## src/cshe_pkg.sv

```systemverilog
// Shared types and constants of the CBOR scalar head encoder.
package cshe_pkg;

	// Input modes
	localparam logic [2:0] MODE_HEAD   = 3'd0;
	localparam logic [2:0] MODE_SINT   = 3'd1;
	localparam logic [2:0] MODE_F64    = 3'd2;
	localparam logic [2:0] MODE_BOOL   = 3'd3;
	localparam logic [2:0] MODE_NULL   = 3'd4;
	localparam logic [2:0] MODE_UNDEF  = 3'd5;
	localparam logic [2:0] MODE_SIMPLE = 3'd6;
	localparam logic [2:0] MODE_RSVD   = 3'd7;

	// Additional-information codes and fixed bytes
	localparam logic [4:0] AI_1BYTE     = 5'd24;
	localparam logic [4:0] AI_2BYTE     = 5'd25;
	localparam logic [4:0] AI_4BYTE     = 5'd26;
	localparam logic [4:0] AI_8BYTE     = 5'd27;
	localparam logic [2:0] MAJOR_UINT   = 3'd0;
	localparam logic [2:0] MAJOR_NINT   = 3'd1;
	localparam logic [7:0] BYTE_HALF    = 8'hF9;
	localparam logic [7:0] BYTE_DOUBLE  = 8'hFB;
	localparam logic [7:0] BYTE_TRUE    = 8'hF5;
	localparam logic [7:0] BYTE_FALSE   = 8'hF4;
	localparam logic [7:0] BYTE_NULL    = 8'hF6;
	localparam logic [7:0] BYTE_UNDEF   = 8'hF7;
	localparam logic [7:0] BYTE_SIMPLE8 = 8'hF8;
	localparam logic [7:0] HALF_NAN_HI  = 8'h7E;
	localparam logic [7:0] HALF_PINF_HI = 8'h7C;
	localparam logic [7:0] HALF_NINF_HI = 8'hFC;
	localparam logic [2:0] MAJOR_SIMPLE = 3'd7;
	localparam logic [7:0] SIMPLE_LIMIT = 8'd20;

	// Descriptor queue
	localparam int QDEPTH = 4;
	localparam int QPTR_W = $clog2(QDEPTH);
	localparam int QCNT_W = $clog2(QDEPTH + 1);

	// One encoded item: initial byte plus cnt trailing bytes, left-aligned in data
	typedef struct packed {
		logic [7:0]  head;
		logic [3:0]  cnt;
		logic [63:0] data;
	} cshe_desc_t;

endpackage

```

## src/cshe_in_if.sv

```systemverilog
// Input channel: one scalar item per word.
interface cshe_in_if;
	logic        valid;
	logic        ready;
	logic [2:0]  mode;
	logic [2:0]  major_type;
	logic [63:0] value;

	modport source (output valid, output mode, output major_type, output value, input ready);
	modport sink   (input valid, input mode, input major_type, input value, output ready);
endinterface

```

## src/cshe_out_if.sv

```systemverilog
// Output channel: one encoded byte per word.
interface cshe_out_if;
	logic       valid;
	logic       ready;
	logic [7:0] out_byte;
	logic       last;

	modport source (output valid, output out_byte, output last, input ready);
	modport sink   (input valid, input out_byte, input last, output ready);
endinterface

```

## src/cbor_scalar_head_encoder_core.sv

```systemverilog
// CBOR scalar head encoder top level: front end, descriptor queue, byte serializer.
// Each accepted word is one scalar CBOR item; the block emits its encoding one byte
// per output word, most significant first, with last set on the final byte. An item
// has 1 to 9 bytes. Unless the output is stalled, the byte serializer takes the
// next item's initial byte from the queue head once the previous item's final byte
// is registered. When the path is empty, the first byte of a word passes through
// the front-end register, the descriptor queue and the output register before it
// is offered on the output. A four-deep descriptor queue sits between front and
// back, so input words keep being taken while the output is stalled until the
// queue fills. Mode 7 is accepted and produces no bytes.
module cbor_scalar_head_encoder_core (
	input  logic        clk,
	input  logic        arst_n,
	cshe_in_if.sink     in_ch,
	cshe_out_if.source  out_ch
);
	import cshe_pkg::*;

	logic       push_valid;
	logic       push_ready;
	cshe_desc_t push_desc;
	logic       pop_valid;
	logic       pop_ready;
	cshe_desc_t pop_desc;

	cshe_front u_front (
		.clk        (clk),
		.arst_n     (arst_n),
		.in_ch      (in_ch),
		.push_valid (push_valid),
		.push_desc  (push_desc),
		.push_ready (push_ready)
	);

	cshe_queue u_queue (
		.clk        (clk),
		.arst_n     (arst_n),
		.push_valid (push_valid),
		.push_desc  (push_desc),
		.push_ready (push_ready),
		.pop_valid  (pop_valid),
		.pop_desc   (pop_desc),
		.pop_ready  (pop_ready)
	);

	cshe_back u_back (
		.clk     (clk),
		.arst_n  (arst_n),
		.q_valid (pop_valid),
		.q_desc  (pop_desc),
		.q_ready (pop_ready),
		.out_ch  (out_ch)
	);

endmodule

```

## src/cshe_front.sv

```systemverilog
// Front end: accepts items, classifies them and builds byte descriptors.
module cshe_front (
	input  logic                clk,
	input  logic                arst_n,
	cshe_in_if.sink             in_ch,
	output logic                push_valid,
	output cshe_pkg::cshe_desc_t push_desc,
	input  logic                push_ready
);
	import cshe_pkg::*;

	logic       valid_s1;
	cshe_desc_t desc_s1;
	cshe_desc_t desc;
	logic       accept;

	function automatic cshe_desc_t head_desc(input logic [2:0] major, input logic [63:0] arg);
		cshe_desc_t d;
		d.data = '0;
		if (arg < 64'd24) begin
			d.head = {major, arg[4:0]};
			d.cnt  = 4'd0;
		end else if (arg[63:8] == '0) begin
			d.head = {major, AI_1BYTE};
			d.cnt  = 4'd1;
			d.data = {arg[7:0], 56'd0};
		end else if (arg[63:16] == '0) begin
			d.head = {major, AI_2BYTE};
			d.cnt  = 4'd2;
			d.data = {arg[15:0], 48'd0};
		end else if (arg[63:32] == '0) begin
			d.head = {major, AI_4BYTE};
			d.cnt  = 4'd4;
			d.data = {arg[31:0], 32'd0};
		end else begin
			d.head = {major, AI_8BYTE};
			d.cnt  = 4'd8;
			d.data = arg;
		end
		return d;
	endfunction

	always_comb begin
		desc = '0;
		case (in_ch.mode)
			MODE_HEAD: desc = head_desc(in_ch.major_type, in_ch.value);
			MODE_SINT: begin
				// negative: major 1 with the complement as argument
				if (in_ch.value[63])
					desc = head_desc(MAJOR_NINT, ~in_ch.value);
				else
					desc = head_desc(MAJOR_UINT, in_ch.value);
			end
			MODE_F64: begin
				if (in_ch.value[62:52] == 11'h7FF) begin
					desc.head = BYTE_HALF;
					desc.cnt  = 4'd2;
					if (in_ch.value[51:0] != '0)
						desc.data = {HALF_NAN_HI, 56'd0};
					else if (in_ch.value[63])
						desc.data = {HALF_NINF_HI, 56'd0};
					else
						desc.data = {HALF_PINF_HI, 56'd0};
				end else begin
					desc.head = BYTE_DOUBLE;
					desc.cnt  = 4'd8;
					desc.data = in_ch.value;
				end
			end
			MODE_BOOL:  desc.head = in_ch.value[0] ? BYTE_TRUE : BYTE_FALSE;
			MODE_NULL:  desc.head = BYTE_NULL;
			MODE_UNDEF: desc.head = BYTE_UNDEF;
			MODE_SIMPLE: begin
				if (in_ch.value[7:0] < SIMPLE_LIMIT) begin
					desc.head = {MAJOR_SIMPLE, in_ch.value[4:0]};
				end else begin
					desc.head = BYTE_SIMPLE8;
					desc.cnt  = 4'd1;
					desc.data = {in_ch.value[7:0], 56'd0};
				end
			end
			default: desc = '0;
		endcase
	end

	assign in_ch.ready = !valid_s1 || push_ready;
	assign accept      = in_ch.valid && in_ch.ready;
	assign push_valid  = valid_s1;
	assign push_desc   = desc_s1;

	always_ff @(posedge clk or negedge arst_n) begin
		if (!arst_n) begin
			valid_s1 <= 1'b0;
		end else if (accept) begin
			// reserved mode is dropped here
			valid_s1 <= (in_ch.mode != MODE_RSVD);
		end else if (push_ready) begin
			valid_s1 <= 1'b0;
		end
	end

	always_ff @(posedge clk) begin
		if (accept) begin
			desc_s1 <= desc;
		end
	end

endmodule

```

## src/cshe_queue.sv

```systemverilog
// Short descriptor queue between front and back end.
module cshe_queue (
	input  logic                 clk,
	input  logic                 arst_n,
	input  logic                 push_valid,
	input  cshe_pkg::cshe_desc_t push_desc,
	output logic                 push_ready,
	output logic                 pop_valid,
	output cshe_pkg::cshe_desc_t pop_desc,
	input  logic                 pop_ready
);
	import cshe_pkg::*;

	cshe_desc_t          mem [QDEPTH];
	logic [QPTR_W-1:0]   wr_ptr_q;
	logic [QPTR_W-1:0]   rd_ptr_q;
	logic [QCNT_W-1:0]   count_q;
	logic                push;
	logic                pop;

	assign push_ready = (count_q != QCNT_W'(QDEPTH));
	assign pop_valid  = (count_q != '0);
	assign pop_desc   = mem[rd_ptr_q];
	assign push       = push_valid && push_ready;
	assign pop        = pop_valid && pop_ready;

	always_ff @(posedge clk or negedge arst_n) begin
		if (!arst_n) begin
			wr_ptr_q <= '0;
			rd_ptr_q <= '0;
			count_q  <= '0;
		end else begin
			if (push)
				wr_ptr_q <= wr_ptr_q + 1'b1;
			if (pop)
				rd_ptr_q <= rd_ptr_q + 1'b1;
			if (push && !pop)
				count_q <= count_q + 1'b1;
			else if (pop && !push)
				count_q <= count_q - 1'b1;
		end
	end

	always_ff @(posedge clk) begin
		if (push) begin
			mem[wr_ptr_q] <= push_desc;
		end
	end

	a_count_range: assert property (@(posedge clk) disable iff (!arst_n)
		count_q <= QCNT_W'(QDEPTH))
		else $error("queue count out of range");

	a_count_track: assert property (@(posedge clk) disable iff (!arst_n)
		(push && !pop) |=> count_q == $past(count_q) + 1'b1)
		else $error("queue count missed a push");

	a_ptr_gap: assert property (@(posedge clk) disable iff (!arst_n)
		(count_q != '0 && count_q != QCNT_W'(QDEPTH)) |->
		(wr_ptr_q != rd_ptr_q))
		else $error("queue pointers disagree with count");

endmodule

```

## src/cshe_back.sv

```systemverilog
// Back end: serializes descriptors into bytes through an output register.
module cshe_back (
	input  logic                 clk,
	input  logic                 arst_n,
	input  logic                 q_valid,
	input  cshe_pkg::cshe_desc_t q_desc,
	output logic                 q_ready,
	cshe_out_if.source           out_ch
);
	import cshe_pkg::*;

	logic        busy_q;
	logic [3:0]  cnt_q;
	logic [63:0] data_q;
	logic        out_valid_q;
	logic [7:0]  out_byte_q;
	logic        last_q;
	logic        advance;
	logic        emit;
	logic [7:0]  emit_byte;
	logic        emit_last;

	assign advance = !out_valid_q || out_ch.ready;
	// initial byte goes straight from the queue head; trailing bytes from data_q
	assign q_ready = advance && !busy_q;
	assign emit    = advance && (busy_q || q_valid);

	always_comb begin
		if (busy_q) begin
			emit_byte = data_q[63:56];
			emit_last = (cnt_q == 4'd1);
		end else begin
			emit_byte = q_desc.head;
			emit_last = (q_desc.cnt == 4'd0);
		end
	end

	always_ff @(posedge clk or negedge arst_n) begin
		if (!arst_n) begin
			busy_q      <= 1'b0;
			cnt_q       <= '0;
			out_valid_q <= 1'b0;
		end else begin
			if (advance)
				out_valid_q <= emit;
			if (emit) begin
				busy_q <= !emit_last;
				if (busy_q)
					cnt_q <= cnt_q - 4'd1;
				else
					cnt_q <= q_desc.cnt;
			end
		end
	end

	always_ff @(posedge clk) begin
		if (emit) begin
			out_byte_q <= emit_byte;
			last_q     <= emit_last;
			if (busy_q)
				data_q <= {data_q[55:0], 8'd0};
			else
				data_q <= q_desc.data;
		end
	end

	assign out_ch.valid    = out_valid_q;
	assign out_ch.out_byte = out_byte_q;
	assign out_ch.last     = last_q;

	a_cnt_range: assert property (@(posedge clk) disable iff (!arst_n)
		busy_q |-> (cnt_q != 4'd0 && cnt_q <= 4'd8))
		else $error("byte count out of range while busy");

	a_tail_pending: assert property (@(posedge clk) disable iff (!arst_n)
		(out_valid_q && !last_q) |-> busy_q)
		else $error("non-final byte shown with no bytes left");

	a_no_pop_busy: assert property (@(posedge clk) disable iff (!arst_n)
		busy_q |-> !q_ready)
		else $error("queue popped mid item");

endmodule

```

## src/flat_wrapper.sv

```systemverilog
// flat-port wrapper written by rule: the top's interface ports become plain ports
module cbor_scalar_head_encoder_core_flat import cshe_pkg::*;
  (clk, arst_n, in_ch_valid, in_ch_mode, in_ch_major_type, in_ch_value, in_ch_ready, out_ch_valid, out_ch_out_byte, out_ch_last, out_ch_ready);
  cshe_in_if in_ch_i ();
  cshe_out_if out_ch_i ();
  input  logic clk;
  input  logic arst_n;
  input wire logic [$bits(in_ch_i.valid)-1:0] in_ch_valid;
  input wire logic [$bits(in_ch_i.mode)-1:0] in_ch_mode;
  input wire logic [$bits(in_ch_i.major_type)-1:0] in_ch_major_type;
  input wire logic [$bits(in_ch_i.value)-1:0] in_ch_value;
  output wire logic [$bits(in_ch_i.ready)-1:0] in_ch_ready;
  output wire logic [$bits(out_ch_i.valid)-1:0] out_ch_valid;
  output wire logic [$bits(out_ch_i.out_byte)-1:0] out_ch_out_byte;
  output wire logic [$bits(out_ch_i.last)-1:0] out_ch_last;
  input wire logic [$bits(out_ch_i.ready)-1:0] out_ch_ready;
  assign in_ch_i.valid = in_ch_valid;
  assign in_ch_i.mode = in_ch_mode;
  assign in_ch_i.major_type = in_ch_major_type;
  assign in_ch_i.value = in_ch_value;
  assign in_ch_ready = in_ch_i.ready;
  assign out_ch_valid = out_ch_i.valid;
  assign out_ch_out_byte = out_ch_i.out_byte;
  assign out_ch_last = out_ch_i.last;
  assign out_ch_i.ready = out_ch_ready;
  cbor_scalar_head_encoder_core u_core (.clk(clk), .arst_n(arst_n), .in_ch(in_ch_i), .out_ch(out_ch_i));
endmodule
```

## config.mk

```make
export PLATFORM = sky130hd
export DESIGN_NAME = cbor_scalar_head_encoder_core_flat
export DESIGN_NICKNAME = d
export VERILOG_FILES = /design/src/cshe_pkg.sv /design/src/cshe_in_if.sv /design/src/cshe_out_if.sv /design/src/cbor_scalar_head_encoder_core.sv /design/src/cshe_front.sv /design/src/cshe_queue.sv /design/src/cshe_back.sv /design/src/flat_wrapper.sv
export SDC_FILE = /design/constraint.sdc
export NUM_CORES = 1
export LEC_CHECK = 0
export ABC_AREA = 1
export BUFFER_PORTS_ARGS = -buffer_cell sky130_fd_sc_hd__buf_2
export CAP_MARGIN = 20
export CORE_MARGIN = 2
export CORE_UTILIZATION = 45
export CTS_BUF_LIST = sky130_fd_sc_hd__clkbuf_2 sky130_fd_sc_hd__clkbuf_4 sky130_fd_sc_hd__clkbuf_8
export CTS_CLUSTER_DIAMETER = 30
export DETAILED_ROUTE_END_ITERATION = 8
export PLACE_DENSITY = 0.75
export SETUP_SLACK_MARGIN = 0.4
export SLEW_MARGIN = 25
export SYNTH_ARGS = -nofsm -noshare
export SYNTH_HDL_FRONTEND = slang
export SYNTH_SLANG_ARGS = --single-unit
```

## constraint.sdc

```tcl
create_clock -name clk -period 4.2 [get_ports clk]
set_clock_uncertainty 0.05 [all_clocks]
set_input_delay 0.21 -clock clk [delete_from_list [all_inputs] [get_ports clk]]
set_output_delay 0.21 -clock clk [all_outputs]
set_load 0.05 [all_outputs]
```

==> flow_summary.yaml <==
placement:
  dp_hpwl_um: 37000
  io_buffers: 84
  pre_cts_slack_ns: 1.23
  dp_cells: 2538
  gp_congestion: 1.02
floorplanning:
  die_x_um: 219
  ios: 85
  row_count: 78
  dieArea_um2: 47800
  fp.dieH_um: 219
  core_um2: 45400
  initial_core_util_pct: 45.7
synth:
  post-synth-top-area-cell: "edfxtp_1"
  synthTopCellsByCount: "457 x nor2_1, 453 x edfxtp_1, 212 x nand2_1, 202 x o21ai_0, 130 x inv_1"
  yosysMostFrequentCell: "nor2_1"
  synth_cell_types: 38
  synth_nets: 2019
  synth_area_per_cell_um2: 10.7
  synth_xor_xnor_area_share_pct: 0.254
  yosysWarningCount: 0
  synth_top_family_by_area: "simple AND/OR/NAND/NOR gates"
  syn_inst: 1937
  muxShareOfSynthArea_pct: 0.0543
  syn_area_um2: 20700
  synth_edf_count: 453
  synth_top_area_share_pct: 65.6
  synthAdderAreaFrac_pct: 0.519
  yosys.area_share.simple_pct: 16.9
  synth-seq-area-share_pct: 67.3
  synthTopCellsByArea: "edfxtp_1 66%, nor2_1 8.3%, o21ai_0 4.9%, nand2_1 3.8%, nand3_1 2.6%"
  synthFlopType: "edfxtp_1"
  ys_ff_latch: 467
  async_flop_share_pct: 3.00
  synth_compound_area_share_pct: 10.1
global_routing:
  grt_overflow: 0
  grt_pass1_vias: 14700
  grt_max_degree: 136
  antenna_found_initial: 0
  grt_pass1_wl_um: 87500
  grt_use_total_pct: 24.4
timing:
  setup_violations: 0
  worst_hold_slack_ns: 0.0448
  fin_ws_ns: 0.923
  period_minus_slack_ns: 3.28
  hold_viol_final: 0
  finalMaxSlewViolations: 0
  fmax_ghz: 0.305
  rsz0062_at_grt: "no"
  setup_tns_ns: 0
  worst_pin_slew_ns: 1.07
  finalCritPeriodShare_pct: 78.0
  slew_headroom_pct: 29.0
clocking:
  cts_buffers: 86
  cts_tree: "built"
  cts_max_path_buffers: 3
  post_cts_buffers: 0
  insertion_delay_ns: 0.65
  htreeDepth: 3
  clk_pin_slew_worst_paths_ns: 0.06
  clock-sinks: 467
  cts_root_buf: "clkbuf_8"
outcome:
  status: "finished clean"
drt:
  routed_via_density: 5.61
  drt-pass1-iter-count: 6
  drtIter0Drc: 1742
  drc: 0
  wl_per_cell_um: 21.2
  wirelength_um: 57900
  vias: 15300
  antenna_left: 0
hold_path:
  whs_path_depth: 4
  min_path_type: "input port to flop"
final_layout:
  fin_cells: 2734
  final_core_util_pct: 52.8
  layout.nets: 2150
  drive_gt1_share_pct: 13.6
  syn2layout_area_growth_pct: 15.6
worst_setup_path:
  r2r_cells: 4
  end_kind: "flop"
  critPathLaunchType: "input port"
  cp_max_fo: 30
  critical_path_class: "input port to flop"
  cp.required_ns: 4.66
  crit_arrival_ns: 3.73
power_and_ir_drop:
  swShare_pct: 33.6
  powerDensity_nw_per_um2: 656
  leakagePower_nw: 8.83
  p_sw_mw: 5.29
  ir_worst_vdd_mv: 0.587
  internal_power_mw: 10.4
  clkPwrFrac_pct: 28.8
  pwr-share-comb_pct: 25.3
  seqPwrFrac_pct: 45.9
job:
  cap_violations: 0
==> final cells by class <==
class	count	area, µm²
inverters	135	514
clock buffers	104	1330
repair buffers	148	1090
clock inverters	48	487
multi-input cells	1230	5810
flip-flops and latches	467	14000
well taps	600	751
fillers	3815	21400
diodes	2	5.00
==> layer usage <==
layer  track usage [%]  vias to the layer above  part of all wire (%)
li1                  -                     7074                     -
met1              33.8                     7328                    42
met2              37.8                      810                    46
met3              4.47                      129                   8.8
met4              10.4                        0                   3.7
met5                 0                        -                     0
==> sequential cells by signal, indices dropped and copies added, names as in the netlist <==
| name | cells |
|---|---|
| u_core.u_back.cnt_q | 4 |
| u_core.u_queue.rd_ptr_q | 2 |
| u_core.u_back.out_ch.out_byte | 8 |
| u_core.u_queue.wr_ptr_q | 2 |
| u_core.u_queue.count_q | 3 |
| u_core.u_back.out_ch.valid | 1 |
| u_core.u_front.push_valid | 1 |
| u_core.u_back.busy_q | 1 |
| u_core.u_queue.mem | 304 |
| u_core.u_back.data_q | 64 |
| u_core.u_front.push_desc | 76 |
| u_core.u_back.out_ch.last | 1 |
==> power groups by stage <==
| stage | logic [mW] | registers (mW) | clock network (mW) |
|---|---|---|---|
| floorplan | 2.62 | 7.22 | 0 |
| global placement | 3.82 | 7.25 | 0 |
| detailed placement | 3.94 | 7.30 | 0 |
| CTS | 3.99 | 7.21 | 4.60 |
| global route | 4.41 | 7.31 | 4.83 |
| finish | 3.98 | 7.22 | 4.52 |
==> cells in the final DEF, fill, tap and decap left out, drive strengths merged, types with 3 or more instances in the layout <==
cell type,instances
a211oi,9
a21oi,48
a31oi,64
buf,106
bufinv,8
clkbuf,104
clkinv,35
clkinvlp,4
dfrtp,14
dlygate4sd3,42
edfxtp,453
ha,7
inv,136
nand2,215
nand3,108
nand3b,3
nand4,33
nor2,474
nor3,9
o211ai,37
o21ai,203
o22a,3
o22ai,8
xor2,5
==> per-stage QoR <==
stage	instance area [µm²]	total power [mW]
after floorplan	20700	9.84
after global placement	21700	11.1
after detailed placement	21700	11.2
after CTS	23900	15.8
after global routing	23900	16.6
final	24000	15.7
==> critical path, stage by stage <==
cell and delay (ns):
dlygate4sd3_1 0.53, buf_2 0.14, nor2_1 0.10, nand3_1 0.20, nor2_1 0.19, nand2_2 0.25
nor2_8 0.48, nand2_1 0.31, nor2_2 0.51, nand2_1 0.10, o211ai_1 0.11, dlygate4sd3_1 0.58
==> what timing repair did <==
action	in CTS	in global routing
hold endpoints to repair	54	0
hold buffers	42	0
gates resized for setup	0	0
==> worst paths after layout <==
check                                                       startpoint  slack (ns)                                      to
worst max-delay path                                   in_ch_value[50]        0.92  u_core.u_front.push_desc[32]$_DFFE_PP_
max in group asynchronous                                       arst_n        3.00  u_core.u_queue.rd_ptr_q[0]$_DFFE_PN0P_
worst max register to register  u_core.u_queue.rd_ptr_q[0]$_DFFE_PN0P_        1.19      u_core.u_back.data_q[17]$_DFFE_PP_
min in group asynchronous                                       arst_n        0.62   u_core.u_front.push_valid$_DFFE_PN0P_
worst min register to register   u_core.u_front.push_desc[2]$_DFFE_PP_        0.44      u_core.u_queue.mem[1][2]$_DFFE_PP_
worst min-delay path                                    in_ch_value[3]        0.04  u_core.u_front.push_desc[71]$_DFFE_PP_
==> cell families after synthesis <==
kind of cell / Yosys count
AND/OR/NAND/NOR: 842
multiplexers: 1
XOR/XNOR: 6
flip-flops: 467
adder cells (fa/ha/maj): 8
AO/OA/AOI/OAI: 373
buffers and inverters: 240
(Power assumes the default switching activity.)
